$ cat config.mk
export PLATFORM = sky130hd
export DESIGN_NAME = can_datagram_reassembler
export DESIGN_NICKNAME = d
export VERILOG_FILES = /design/src/cdr_pkg.sv /design/src/cdr_front.sv /design/src/cdr_back.sv /design/src/can_datagram_reassembler.sv
export SDC_FILE = /design/constraint.sdc
export NUM_CORES = 2
export LEC_CHECK = 0
export BUFFER_PORTS_ARGS = -buffer_cell sky130_fd_sc_hd__buf_2
export CORE_ASPECT_RATIO = 0.7
export CORE_UTILIZATION = 66
export DETAILED_ROUTE_END_ITERATION = 7
export PLACE_DENSITY_LB_ADDON = 0.2
export SLEW_MARGIN = 10
export SYNTH_ARGS = -nofsm -noshare
export SYNTH_HDL_FRONTEND = slang
export SYNTH_SLANG_ARGS = --single-unit
$ cat constraint.sdc
create_clock -name clk_i -period 28.1 [get_ports clk_i]
set_input_delay 4.215 -clock clk_i [delete_from_list [all_inputs] [get_ports clk_i]]
set_output_delay 4.215 -clock clk_i [all_outputs]
set_load 0.005 [all_outputs]
$ cat src/cdr_pkg.sv
// Package: shared types and constants for the CAN datagram reassembler.
`timescale 1ns / 1ps
package cdr_pkg;
  localparam int OpenEntries   = 4;
  localparam int DatagramBytes = 72;
  localparam int EntW  = (OpenEntries > 1) ? $clog2(OpenEntries) : 1;
  localparam int LenW  = $clog2(DatagramBytes + 1);
  localparam int ByteW = $clog2(DatagramBytes);
  localparam int MemD  = OpenEntries * DatagramBytes;
  localparam int MemW  = $clog2(MemD);

  localparam logic [2:0] TypeSingle = 3'd2;
  localparam logic [2:0] TypeFirst  = 3'd3;
  localparam logic [2:0] TypeMiddle = 3'd4;
  localparam logic [2:0] TypeFinal  = 3'd5;

  localparam logic [1:0] KindChunk      = 2'd0;
  localparam logic [1:0] KindOutOfOrder = 2'd1;
  localparam logic [1:0] KindTooLong    = 2'd2;

  typedef struct packed {
    logic [2:0]  ftype;
    logic [23:0] key;
    logic [3:0]  len;
    logic [63:0] bytes;
  } cmd_t;
endpackage

$ cat src/cdr_front.sv
// Front end: filters frames, clamps length, masks bytes, queues commands.
`timescale 1ns / 1ps
module cdr_front import cdr_pkg::*; (
  input  logic        clk_i,
  input  logic        rst_ni,
  input  logic        start_i,
  output logic        busy_o,
  input  logic [28:0] frame_id_i,
  input  logic [3:0]  frame_length_i,
  input  logic [63:0] frame_bytes_i,
  input  logic        dest_is_local_i,
  output logic        cmd_valid_o,
  output cmd_t        cmd_o,
  input  logic        cmd_pop_i
);
  // two-entry queue
  cmd_t       q_q [2];
  logic       rd_q, wr_q;
  logic [1:0] cnt_q;
  cmd_t       c;
  logic       keep, push;

  always_comb begin
    c.ftype = frame_id_i[26:24];
    c.key   = frame_id_i[23:0];
    c.len   = (frame_length_i > 4'd8) ? 4'd8 : frame_length_i;
    for (int i = 0; i < 8; i++)
      c.bytes[8*i +: 8] = (4'(i) < c.len) ? frame_bytes_i[8*i +: 8] : 8'h00;
    keep = dest_is_local_i && (c.ftype >= TypeSingle) && (c.ftype <= TypeFinal);
  end

  assign busy_o      = (cnt_q == 2'd2);
  assign push        = start_i && !busy_o && keep;
  assign cmd_valid_o = (cnt_q != 2'd0);
  assign cmd_o       = q_q[rd_q];

  always_ff @(posedge clk_i) begin
    if (push) q_q[wr_q] <= c;
  end

  always_ff @(posedge clk_i or negedge rst_ni) begin
    if (!rst_ni) begin
      rd_q <= 1'b0; wr_q <= 1'b0; cnt_q <= 2'd0;
    end else begin
      if (push) wr_q <= ~wr_q;
      if (cmd_pop_i) rd_q <= ~rd_q;
      cnt_q <= cnt_q + 2'(push) - 2'(cmd_pop_i);
    end
  end
endmodule

$ cat src/cdr_back.sv
// Back end: entry table, byte store and chunk emission.
`timescale 1ns / 1ps
module cdr_back import cdr_pkg::*; (
  input  logic        clk_i,
  input  logic        rst_ni,
  input  logic        cmd_valid_i,
  input  cmd_t        cmd_i,
  output logic        cmd_pop_o,
  output logic        result_valid_o,
  output logic [1:0]  result_kind_o,
  output logic [11:0] source_alias_o,
  output logic [11:0] dest_alias_o,
  output logic [63:0] chunk_bytes_o,
  output logic [3:0]  chunk_count_o,
  output logic        last_chunk_o
);
  typedef enum logic [2:0] {S_IDLE, S_WRITE, S_READ, S_WAIT, S_EMIT} state_e;

  state_e            state_q;
  logic [OpenEntries-1:0] valid_q;
  logic [23:0]       key_q [OpenEntries];
  logic [LenW-1:0]   elen_q [OpenEntries];
  logic [7:0]        mem_q [MemD];
  logic [7:0]        rdata_q;
  cmd_t              cmd_q;
  logic [EntW-1:0]   ent_q;
  logic [3:0]        bi_q;     // byte index within frame/chunk
  logic [LenW-1:0]   base_q;   // write base or chunk base
  logic [LenW-1:0]   total_q;
  logic [63:0]       acc_q;
  logic [3:0]        ccnt_q;

  logic              hit, freef;
  logic [EntW-1:0]   hit_i, free_i;
  logic [LenW:0]     sum;
  logic [LenW:0]     rem;
  logic [3:0]        ccnt;
  logic [MemW-1:0]   waddr, raddr;

  always_comb begin
    hit = 1'b0; hit_i = '0; freef = 1'b0; free_i = '0;
    for (int i = OpenEntries - 1; i >= 0; i--) begin
      if (valid_q[i] && key_q[i] == cmd_i.key) begin hit = 1'b1; hit_i = EntW'(i); end
      if (!valid_q[i]) begin freef = 1'b1; free_i = EntW'(i); end
    end
    sum   = (LenW+1)'(elen_q[hit_i]) + (LenW+1)'(cmd_i.len);
    rem   = (LenW+1)'(total_q) - (LenW+1)'(base_q);
    ccnt  = (rem > (LenW+1)'(8)) ? 4'd8 : rem[3:0];
    waddr = MemW'(ent_q) * MemW'(DatagramBytes) + MemW'(base_q) + MemW'(bi_q);
    raddr = waddr;
  end

  assign cmd_pop_o = (state_q == S_IDLE) && cmd_valid_i;

  always_ff @(posedge clk_i) begin
    if (state_q == S_WRITE && bi_q < cmd_q.len)
      mem_q[waddr] <= cmd_q.bytes[8*bi_q[2:0] +: 8];
    rdata_q <= mem_q[raddr];
  end

  always_ff @(posedge clk_i or negedge rst_ni) begin
    if (!rst_ni) begin
      state_q <= S_IDLE; valid_q <= '0; result_valid_o <= 1'b0;
    end else begin
      result_valid_o <= 1'b0;
      unique case (state_q)
        S_IDLE: if (cmd_valid_i) begin
          cmd_q <= cmd_i; bi_q <= 4'd0;
          result_kind_o  <= KindOutOfOrder;
          source_alias_o <= cmd_i.key[11:0];
          dest_alias_o   <= cmd_i.key[23:12];
          chunk_bytes_o  <= '0; chunk_count_o <= 4'd0; last_chunk_o <= 1'b1;
          unique case (cmd_i.ftype)
            TypeSingle: begin
              result_valid_o <= 1'b1; result_kind_o <= KindChunk;
              chunk_bytes_o <= cmd_i.bytes; chunk_count_o <= cmd_i.len;
            end
            TypeFirst: begin
              if (hit) begin
                valid_q[hit_i] <= 1'b0; result_valid_o <= 1'b1;
              end else if (!freef) begin
                result_valid_o <= 1'b1;
              end else begin
                valid_q[free_i] <= 1'b1; key_q[free_i] <= cmd_i.key;
                elen_q[free_i] <= LenW'(cmd_i.len);
                ent_q <= free_i; base_q <= '0; state_q <= S_WRITE;
              end
            end
            default: begin
              if (!hit) begin
                result_valid_o <= 1'b1;
              end else begin
                if (cmd_i.ftype == TypeFinal) valid_q[hit_i] <= 1'b0;
                if (sum > (LenW+1)'(DatagramBytes)) begin
                  result_valid_o <= 1'b1; result_kind_o <= KindTooLong;
                end else begin
                  elen_q[hit_i] <= LenW'(sum);
                  ent_q <= hit_i; base_q <= elen_q[hit_i];
                  total_q <= LenW'(sum);
                  state_q <= S_WRITE;
                end
              end
            end
          endcase
        end
        S_WRITE: begin
          if (bi_q >= cmd_q.len) begin
            if (cmd_q.ftype == TypeFinal) begin
              base_q <= '0; bi_q <= 4'd0; acc_q <= '0; state_q <= S_READ;
            end else state_q <= S_IDLE;
          end else bi_q <= bi_q + 4'd1;
        end
        S_READ: begin
          ccnt_q <= ccnt;
          if (bi_q >= ccnt) state_q <= S_EMIT;
          else state_q <= S_WAIT;
        end
        S_WAIT: begin
          acc_q[8*bi_q[2:0] +: 8] <= rdata_q;
          bi_q <= bi_q + 4'd1;
          state_q <= S_READ;
        end
        S_EMIT: begin
          result_valid_o <= 1'b1; result_kind_o <= KindChunk;
          chunk_bytes_o <= acc_q; chunk_count_o <= ccnt_q;
          if ((LenW+1)'(base_q) + (LenW+1)'(8) >= (LenW+1)'(total_q)) begin
            last_chunk_o <= 1'b1; state_q <= S_IDLE;
          end else begin
            last_chunk_o <= 1'b0;
            base_q <= base_q + LenW'(8); bi_q <= 4'd0; acc_q <= '0;
            state_q <= S_READ;
          end
        end
        default: state_q <= S_IDLE;
      endcase
    end
  end
endmodule

$ cat src/can_datagram_reassembler.sv
// Top level: CAN datagram reassembler, front queue plus table back end.
// Single frames and rejections are reported by the back end when it pops their
// command from the front queue. A final frame holds the back end while its bytes
// are stored, then while they are read back and emitted in chunks of up to 8 bytes.
// First and middle frames hold the back end while their bytes are stored; the
// front queues two items, then raises busy. Reset clears the entry table at once.
`timescale 1ns / 1ps
module can_datagram_reassembler import cdr_pkg::*; (
  input  logic        clk_i,
  input  logic        rst_ni,
  input  logic        start,
  output logic        busy,
  input  logic [28:0] frame_id_i,
  input  logic [3:0]  frame_length_i,
  input  logic [63:0] frame_bytes_i,
  input  logic        dest_is_local_i,
  output logic        result_valid_o,
  output logic [1:0]  result_kind_o,
  output logic [11:0] source_alias_o,
  output logic [11:0] dest_alias_o,
  output logic [63:0] chunk_bytes_o,
  output logic [3:0]  chunk_count_o,
  output logic        last_chunk_o
);
  cmd_t cmd;
  logic cmd_valid, cmd_pop;

  cdr_front u_front (
    .clk_i, .rst_ni, .start_i(start), .busy_o(busy),
    .frame_id_i, .frame_length_i, .frame_bytes_i, .dest_is_local_i,
    .cmd_valid_o(cmd_valid), .cmd_o(cmd), .cmd_pop_i(cmd_pop)
  );

  cdr_back u_back (
    .clk_i, .rst_ni, .cmd_valid_i(cmd_valid), .cmd_i(cmd), .cmd_pop_o(cmd_pop),
    .result_valid_o, .result_kind_o, .source_alias_o, .dest_alias_o,
    .chunk_bytes_o, .chunk_count_o, .last_chunk_o
  );
endmodule
Yosys cells after proc, flatten, opt, wreduce, memory -nomap -nowiden
Memories as Yosys holds them, arrays and structs flattened. A register that Yosys moved wholly into a read port is not among the register bits.
Index checks and enable logic that the tools add are counted.
{"block": "word_totals", "latchBits": 0, "output_inout_bits": 97, "word_cells": 241, "in_bits": 101, "n_memories": 4, "reg_bits": 266, "ram_bits": 2618, "mem_bits_ro": 0}
{"name": "u_back.mem_q", "depth": 288, "width": 8, "rd": 1, "rd_ports_with_merged_regs": 1, "write_ports": 1, "line": "cdr_back.sv:23", "text": "logic [7:0] mem_q [MemD];"}
{"name": "u_front.q_q", "depth": 2, "width": 95, "rd": 1, "rd_ports_with_merged_regs": 0, "write_ports": 1, "line": "cdr_front.sv:17", "text": "cmd_t q_q [2];"}
{"name": "u_back.key_q", "depth": 4, "width": 24, "rd": 4, "rd_ports_with_merged_regs": 0, "write_ports": 1, "line": "cdr_back.sv:21", "text": "logic [23:0] key_q [OpenEntries];"}
{"name": "u_back.elen_q", "depth": 4, "width": 7, "rd": 1, "rd_ports_with_merged_regs": 0, "write_ports": 1, "line": "cdr_back.sv:22", "text": "logic [LenW-1:0] elen_q [OpenEntries];"}
{"block": "classes", "n_shift": 3, "div_mod_pow": 0, "n_mul": 1, "addsub": 10, "order_cmp": 21, "bitwise": 8, "n_mux": 111, "eq_ne": 26, "reduce_logical": 36}
{"op": "two-way mux 64 bit", "count": 5}
{"op": "case mux 64 bit (3 select lines)", "count": 1}
{"op": "case mux 64 bit (2 select lines)", "count": 1}
{"op": "equality test 24 bit", "count": 4}
{"op": "bitwise mux 64 bit", "count": 1}
{"op": "two-way mux 8 bit", "count": 8}
{"op": "variable shift 8 x 34 -> 64 bit (first input constant)", "count": 1}
{"op": "variable part select 64 x 7 -> 8 bit", "count": 1}
{"op": "variable part select 8 x 34 -> 64 bit", "count": 1}
{"op": "two-way mux 7 bit", "count": 9}
{"op": "two-way mux 4 bit", "count": 12}
{"op": "two-way mux 2 bit", "count": 18}
{"op": "two-way mux 1 bit", "count": 34}
{"op": "negation 6 -> 34 bit", "count": 1}
{"op": "two-way mux 3 bit", "count": 7}
{"op": "case mux 7 bit (3 select lines)", "count": 1}
{"op": "less-than comparator 3 x 4 -> 1 bit (first input constant)", "count": 4}
{"op": "case mux 4 bit (2 select lines)", "count": 2}
{"op": "case mux 4 bit (4 select lines)", "count": 1}
{"op": "case mux 3 bit (5 select lines)", "count": 1}
{"op": "logical AND 1 bit", "count": 14}
{"op": "case mux 7 bit (2 select lines)", "count": 1}
{"op": "equality test 3 x 2 -> 1 bit (second input constant)", "count": 4}
{"op": "inequality test 2 bit (second input constant)", "count": 6}
{"op": "50 further kinds", "count": 78}

Longest topological paths before layout
An unclocked memory read counts as a cell.
{"block": "depth", "ltp_word": 19, "ltp_mapped": 21, "mapped_depth_nobuf": 19}

By module
A second synthesis with hierarchy kept.
{"block": "unflattened", "hier_cells": 5344, "area_unflattened_um2": 113644.0}
{"mod": "cdr_back", "n_inst": 1, "area_per_inst_um2": 106084.2, "cells_per_inst": 4951, "seq_area_each_um2": 80897.6}
{"mod": "cdr_front", "n_inst": 1, "area_per_inst_um2": 7559.8, "cells_per_inst": 393, "seq_area_each_um2": 5805.6}

Worst setup path after synthesis
No wires, ideal clock.
{"block": "synth_timing", "path_kind": "input to register", "from": "input frame_id_i[26]", "to": "memory u_front.q_q[0][0] (netlist bit) (enable)", "n_path_buf": 0, "stages": 2, "slack_ps": 14012, "t_required_ps": 27318, "t_arrival_ps": 13306, "setup_ps": 782, "path_cell_list": "xnor2_1 -> nor4_1"}
{"block": "synth_between", "elab_chain_cells": 6, "elab_cells_between_ends": 7, "classes_between": "order compare: 2; mux: 2; reduce/logical: 3"}
{"element": "start, declared", "line": "can_datagram_reassembler.sv:13", "text": "input logic [28:0] frame_id_i,"}
{"element": ">= comparator 3 x 2 -> 1 bit", "line": "cdr_front.sv:29", "text": "keep = dest_is_local_i && (c.ftype >= TypeSingle) && (c.ftype <= TypeFinal);"}
{"element": "logical AND 1 bit", "line": "cdr_front.sv:29"}
{"element": "logical AND 1 bit *", "line": "cdr_front.sv:29"}
{"element": "logical AND 1 bit *", "line": "cdr_front.sv:33", "text": "assign push = start_i && !busy_o && keep;"}
{"element": "two-way mux 1 bit *", "line": "cdr_front.sv:38", "text": "if (push) q_q[wr_q] <= c;"}
{"element": "two-way mux 1 bit (not written as such) *", "line": "cdr_front.sv:38"}
{"element": "end, declared", "line": "cdr_front.sv:17"}
Mark *: on every way between the ends. The rest lies on a longest branch, timed or not.

Worst setup path after layout
{"block": "layout_timing", "from": "register u_back.base_q[0]", "to": "register u_back.rdata_q[6], read port of u_back.mem_q"}
{"block": "layout_between", "elab_chain_cells": 2}
{"element": "start, declared", "line": "cdr_back.sv:28", "text": "logic [LenW-1:0] base_q;"}
{"element": "start signal, assigned", "line": "cdr_back.sv:98", "text": "ent_q <= hit_i; base_q <= elen_q[hit_i];"}
{"element": "adder 9 x 7 -> 9 bit", "line": "cdr_back.sv:49", "text": "waddr = MemW'(ent_q) * MemW'(DatagramBytes) + MemW'(base_q) + MemW'(bi_q);"}
{"element": "adder 9 x 4 -> 9 bit", "line": "cdr_back.sv:49"}
{"element": "end, declared", "line": "cdr_back.sv:24", "text": "logic [7:0] rdata_q;"}
No other way between the ends.
A chain may end at the register's enable or synchronous reset.

==> flow_summary.toml <==
[min_path]
hold_end = "u_back.chunk_count_o[1]"
hold_start = "u_back.ccnt_q[1]"
holdCritPathClass = "reg -> reg"
holdPathStages = 2

[global_routing]
use_met1_pct = 48.7
grt_remaining_overflow = 0
grt_max_degree = 258
grt_pass1_vias = 56700
grt_use_met2_pct = 46.9
busiest_layer = "met1"
grt_util_all_layers_pct = 32.0
grt_pass1_wl_mm = 396
antenna_found_initial = 13
grt_use_met3_pct = 8.02

[worst_setup_path]
r2r_setup_slack_ns = 20.43
reg2reg_depth = 12
arrival_ns = 8.39
cp_slowest_cell = "buf_4"
worst-path-max-fanout = 44
startpoint_type = "flop"
critPathCaptureType = "flop"
critical_path_required_ns = 28.82
worstPathCellList = "ha_4, buf_4, buf_4, buf_4, buf_4, buf_4, mux4_2, mux4_2, mux2i_1, a21oi_1, a221oi_1, nand4_1"
cp_common_cell = "buf_4"
critPathKind = "reg -> reg"
r2r-end = "u_back.rdata_q[6]"
critPathMaxStageDelay_ns = 0.79
startpoint = "u_back.base_q[0]"
regToRegStartpoint = "u_back.base_q[0]"

[clock_network]
post_cts_buffers = 0
path_clk_slew_ns = 0.07
root_buffer = "clkbuf_16"
clock_sinks = 2892
cts_buffers = 277
holdBufCountCts = 0
clk-insertion-delay-late_ns = 0.93
htree_levels = 5
cts_resized = 0
cts_tree = "yes"
cts_max_path_buffers = 4

[sta]
rsz0062_at_grt = "false"
holdWs_ns = 0.532
setup_tns_ns = 0
hold_violations = 0
max_slew_margin_pct = 8.94
slew_viol_final = 0
timing.fmax_mhz = 130
period_share_pct = 27.3
skew_ns = 0.0513
worstMarginPinSlew_ns = 1.37
final-setup-viol-count = 0
final.min_clock_period_ns = 7.67

[yosys]
syn_area_per_cell_um2 = 20.7
synth.most_common_cell = "edfxtp_1"
ys_warn_count = 0
post-synth-top-area-cell = "edfxtp_1"
synthTopCellsByArea = "edfxtp_1 (75%), mux4_2 (15%), nor2_1 (1.3%)"
yosysSeqAreaShare_pct = 75.7
synth_common_cells = "edfxtp_1 (2872), mux4_2 (747), nor2_1 (382)"
syn_inst = 5517
synthArstFlopShare_pct = 0.415
yosysTopAreaCellShare_pct = 75.3
syn_area_um2 = 114000
synth_cell_type_count = 80
syn_nets = 5665
synth_ff_type = "edfxtp_1"
yosys_register_bits = 2892
synth_edf_count = 2872

[floorplan]
core_region_area_um2 = 172000
die_x_um = 500
die_h_um = 350
start_util_pct = 66.6
rows = 127
dieArea_um2 = 175000
pin_count = 198

[final_layout]
drive_above_1_share_pct = 25.9
fillers = 9333
multi_input_area_um2 = 26700
fin_nets = 5959
area_growth_pct = 10.7
regArea_um2 = 86700
layout.cells.non_filler = 8326

[routing]
drtPass1Iterations = 6
drcViolationCount = 0
drt_iter0_drc = 8733
vias = 58000
totalWireLength_mm = 277
ant_nets = 0
wire_per_inst_um = 33.2
vias_per_cell = 6.97

[power]
powerDensity_nw_per_um2 = 107
ir_drop_mv = 0.114
power_leakage_nw = 40.1

[status]
status = "finished clean"

[place]
gp_congestion = 0.881
dpl.cell_count = 7854
dp_hpwl_mm = 157
portBuffers = 195

[job]
maxCapViolations = 0
-- flip-flops by register name, summed over array words and instances (netlist names), 3 cells and up --
register and count:
u_back.acc_q 64, u_front.q_q 190, u_back.cmd_q 71, u_back.bi_q 4
u_back.valid_q 4, u_back.dest_alias_o 12, u_back.elen_q 28, u_back.total_q 7
u_back.rdata_q 8, u_back.ccnt_q 4, u_back.base_q 7, u_back.state_q 3
u_back.chunk_bytes_o 64, u_back.source_alias_o 12, u_back.key_q 96, u_back.mem_q 2304
u_back.chunk_count_o 4
-- power by group --
part / switching, mW / internal, mW / leakage (nW) / total, mW
combinational: 2.75 / 1.55 / 9.72 / 4.30
clock: 1.55 / 1.99 / 4.09 / 3.54
sequential: 0.0820 / 5.61 / 26.3 / 5.69
-- through the flow --
stage	cell area, um^2	setup WS, ns	util [%]	total power, mW
after floorplan	114000	14.01	-	8.61
after global placement	118000	20.27	68.9	9.88
after detailed placement	118000	20.20	68.9	9.99
after CTS	127000	20.18	73.7	13.5
after global routing	127000	19.73	73.7	13.9
final	127000	20.43	73.7	13.5
-- cells by family after synthesis --
kind of cell,share of synthesized area [%]
xor gates and xnor gates,0.918
AOI/OAI and AO/OA,1.45
muxes,16.5
adders and majority gates,0.540
buffers and inverters,1.20
and+or+nand+nor,3.61
DFF,75.7
-- worst max-delay path by stage --
| stage | endpoint | cells after the start |
|---|---|---|
| final | u_back.rdata_q[6] | 12 |
| after global routing | u_back.rdata_q[3] | 13 |
| after CTS | u_back.rdata_q[6] | 12 |
| after detailed placement | u_back.rdata_q[6] | 12 |
| after global placement | u_back.rdata_q[2] | 13 |
| after floorplan | u_front.q_q[0][0] | 2 |
-- routing by layer --
metal / vias to the layer above / share of wire, %
met3: 508 / 12
met5: - / 0.011
li1: 23100 / -
met2: 3955 / 46
met1: 30500 / 39
met4: 6 / 2.9
-- layout by cell type, fill, tap and decap left out, drive strengths merged, types with 4 or more instances in the layout --
cell type  count
mux2          79
o221ai         6
buf          285
mux4         747
nand2b         7
nand2        298
a31o           4
bufinv        16
o211ai         6
and4           4
a211oi        15
inv           77
xor2           9
clkinv        99
o22ai          6
nor2         382
clkbuf       348
or2            4
a21oi         76
dfxtp          8
nor3          23
xnor2        111
a31oi         12
a21o          15
nor2b         77
or3            8
and3          11
nand4         14
ha            43
o21bai         6
nor3b          6
nor4          42
edfxtp      2872
o21ai         90
dfrtp         12
mux2i         93
fa             4
and2          31
nand3         24
-- final cells by class --
cell class / count / share of cell area (%)
Inverter: 72 / 0.213
Clock inverter: 122 / 0.778
Sequential cell: 2892 / 68.5
Antenna cell: 2 / 0.00395
Multi-Input combinational cell: 2283 / 21.1
Tap cell: 2322 / 2.29
Timing Repair Buffer: 285 / 1.41
Clock buffer: 348 / 5.79
-- critical path: cells and delay by family (launching register included) --
family | cells | cell delay (ns)
AOI/OAI and AO/OA | 2 | 0.47
buffers and inverters | 5 | 3.68
muxes | 3 | 1.76
DFF | 1 | 0.45
and+or+nand+nor | 1 | 0.27
adders and majority gates | 1 | 0.73
Note: power is estimated with default switching activity, not from simulation.
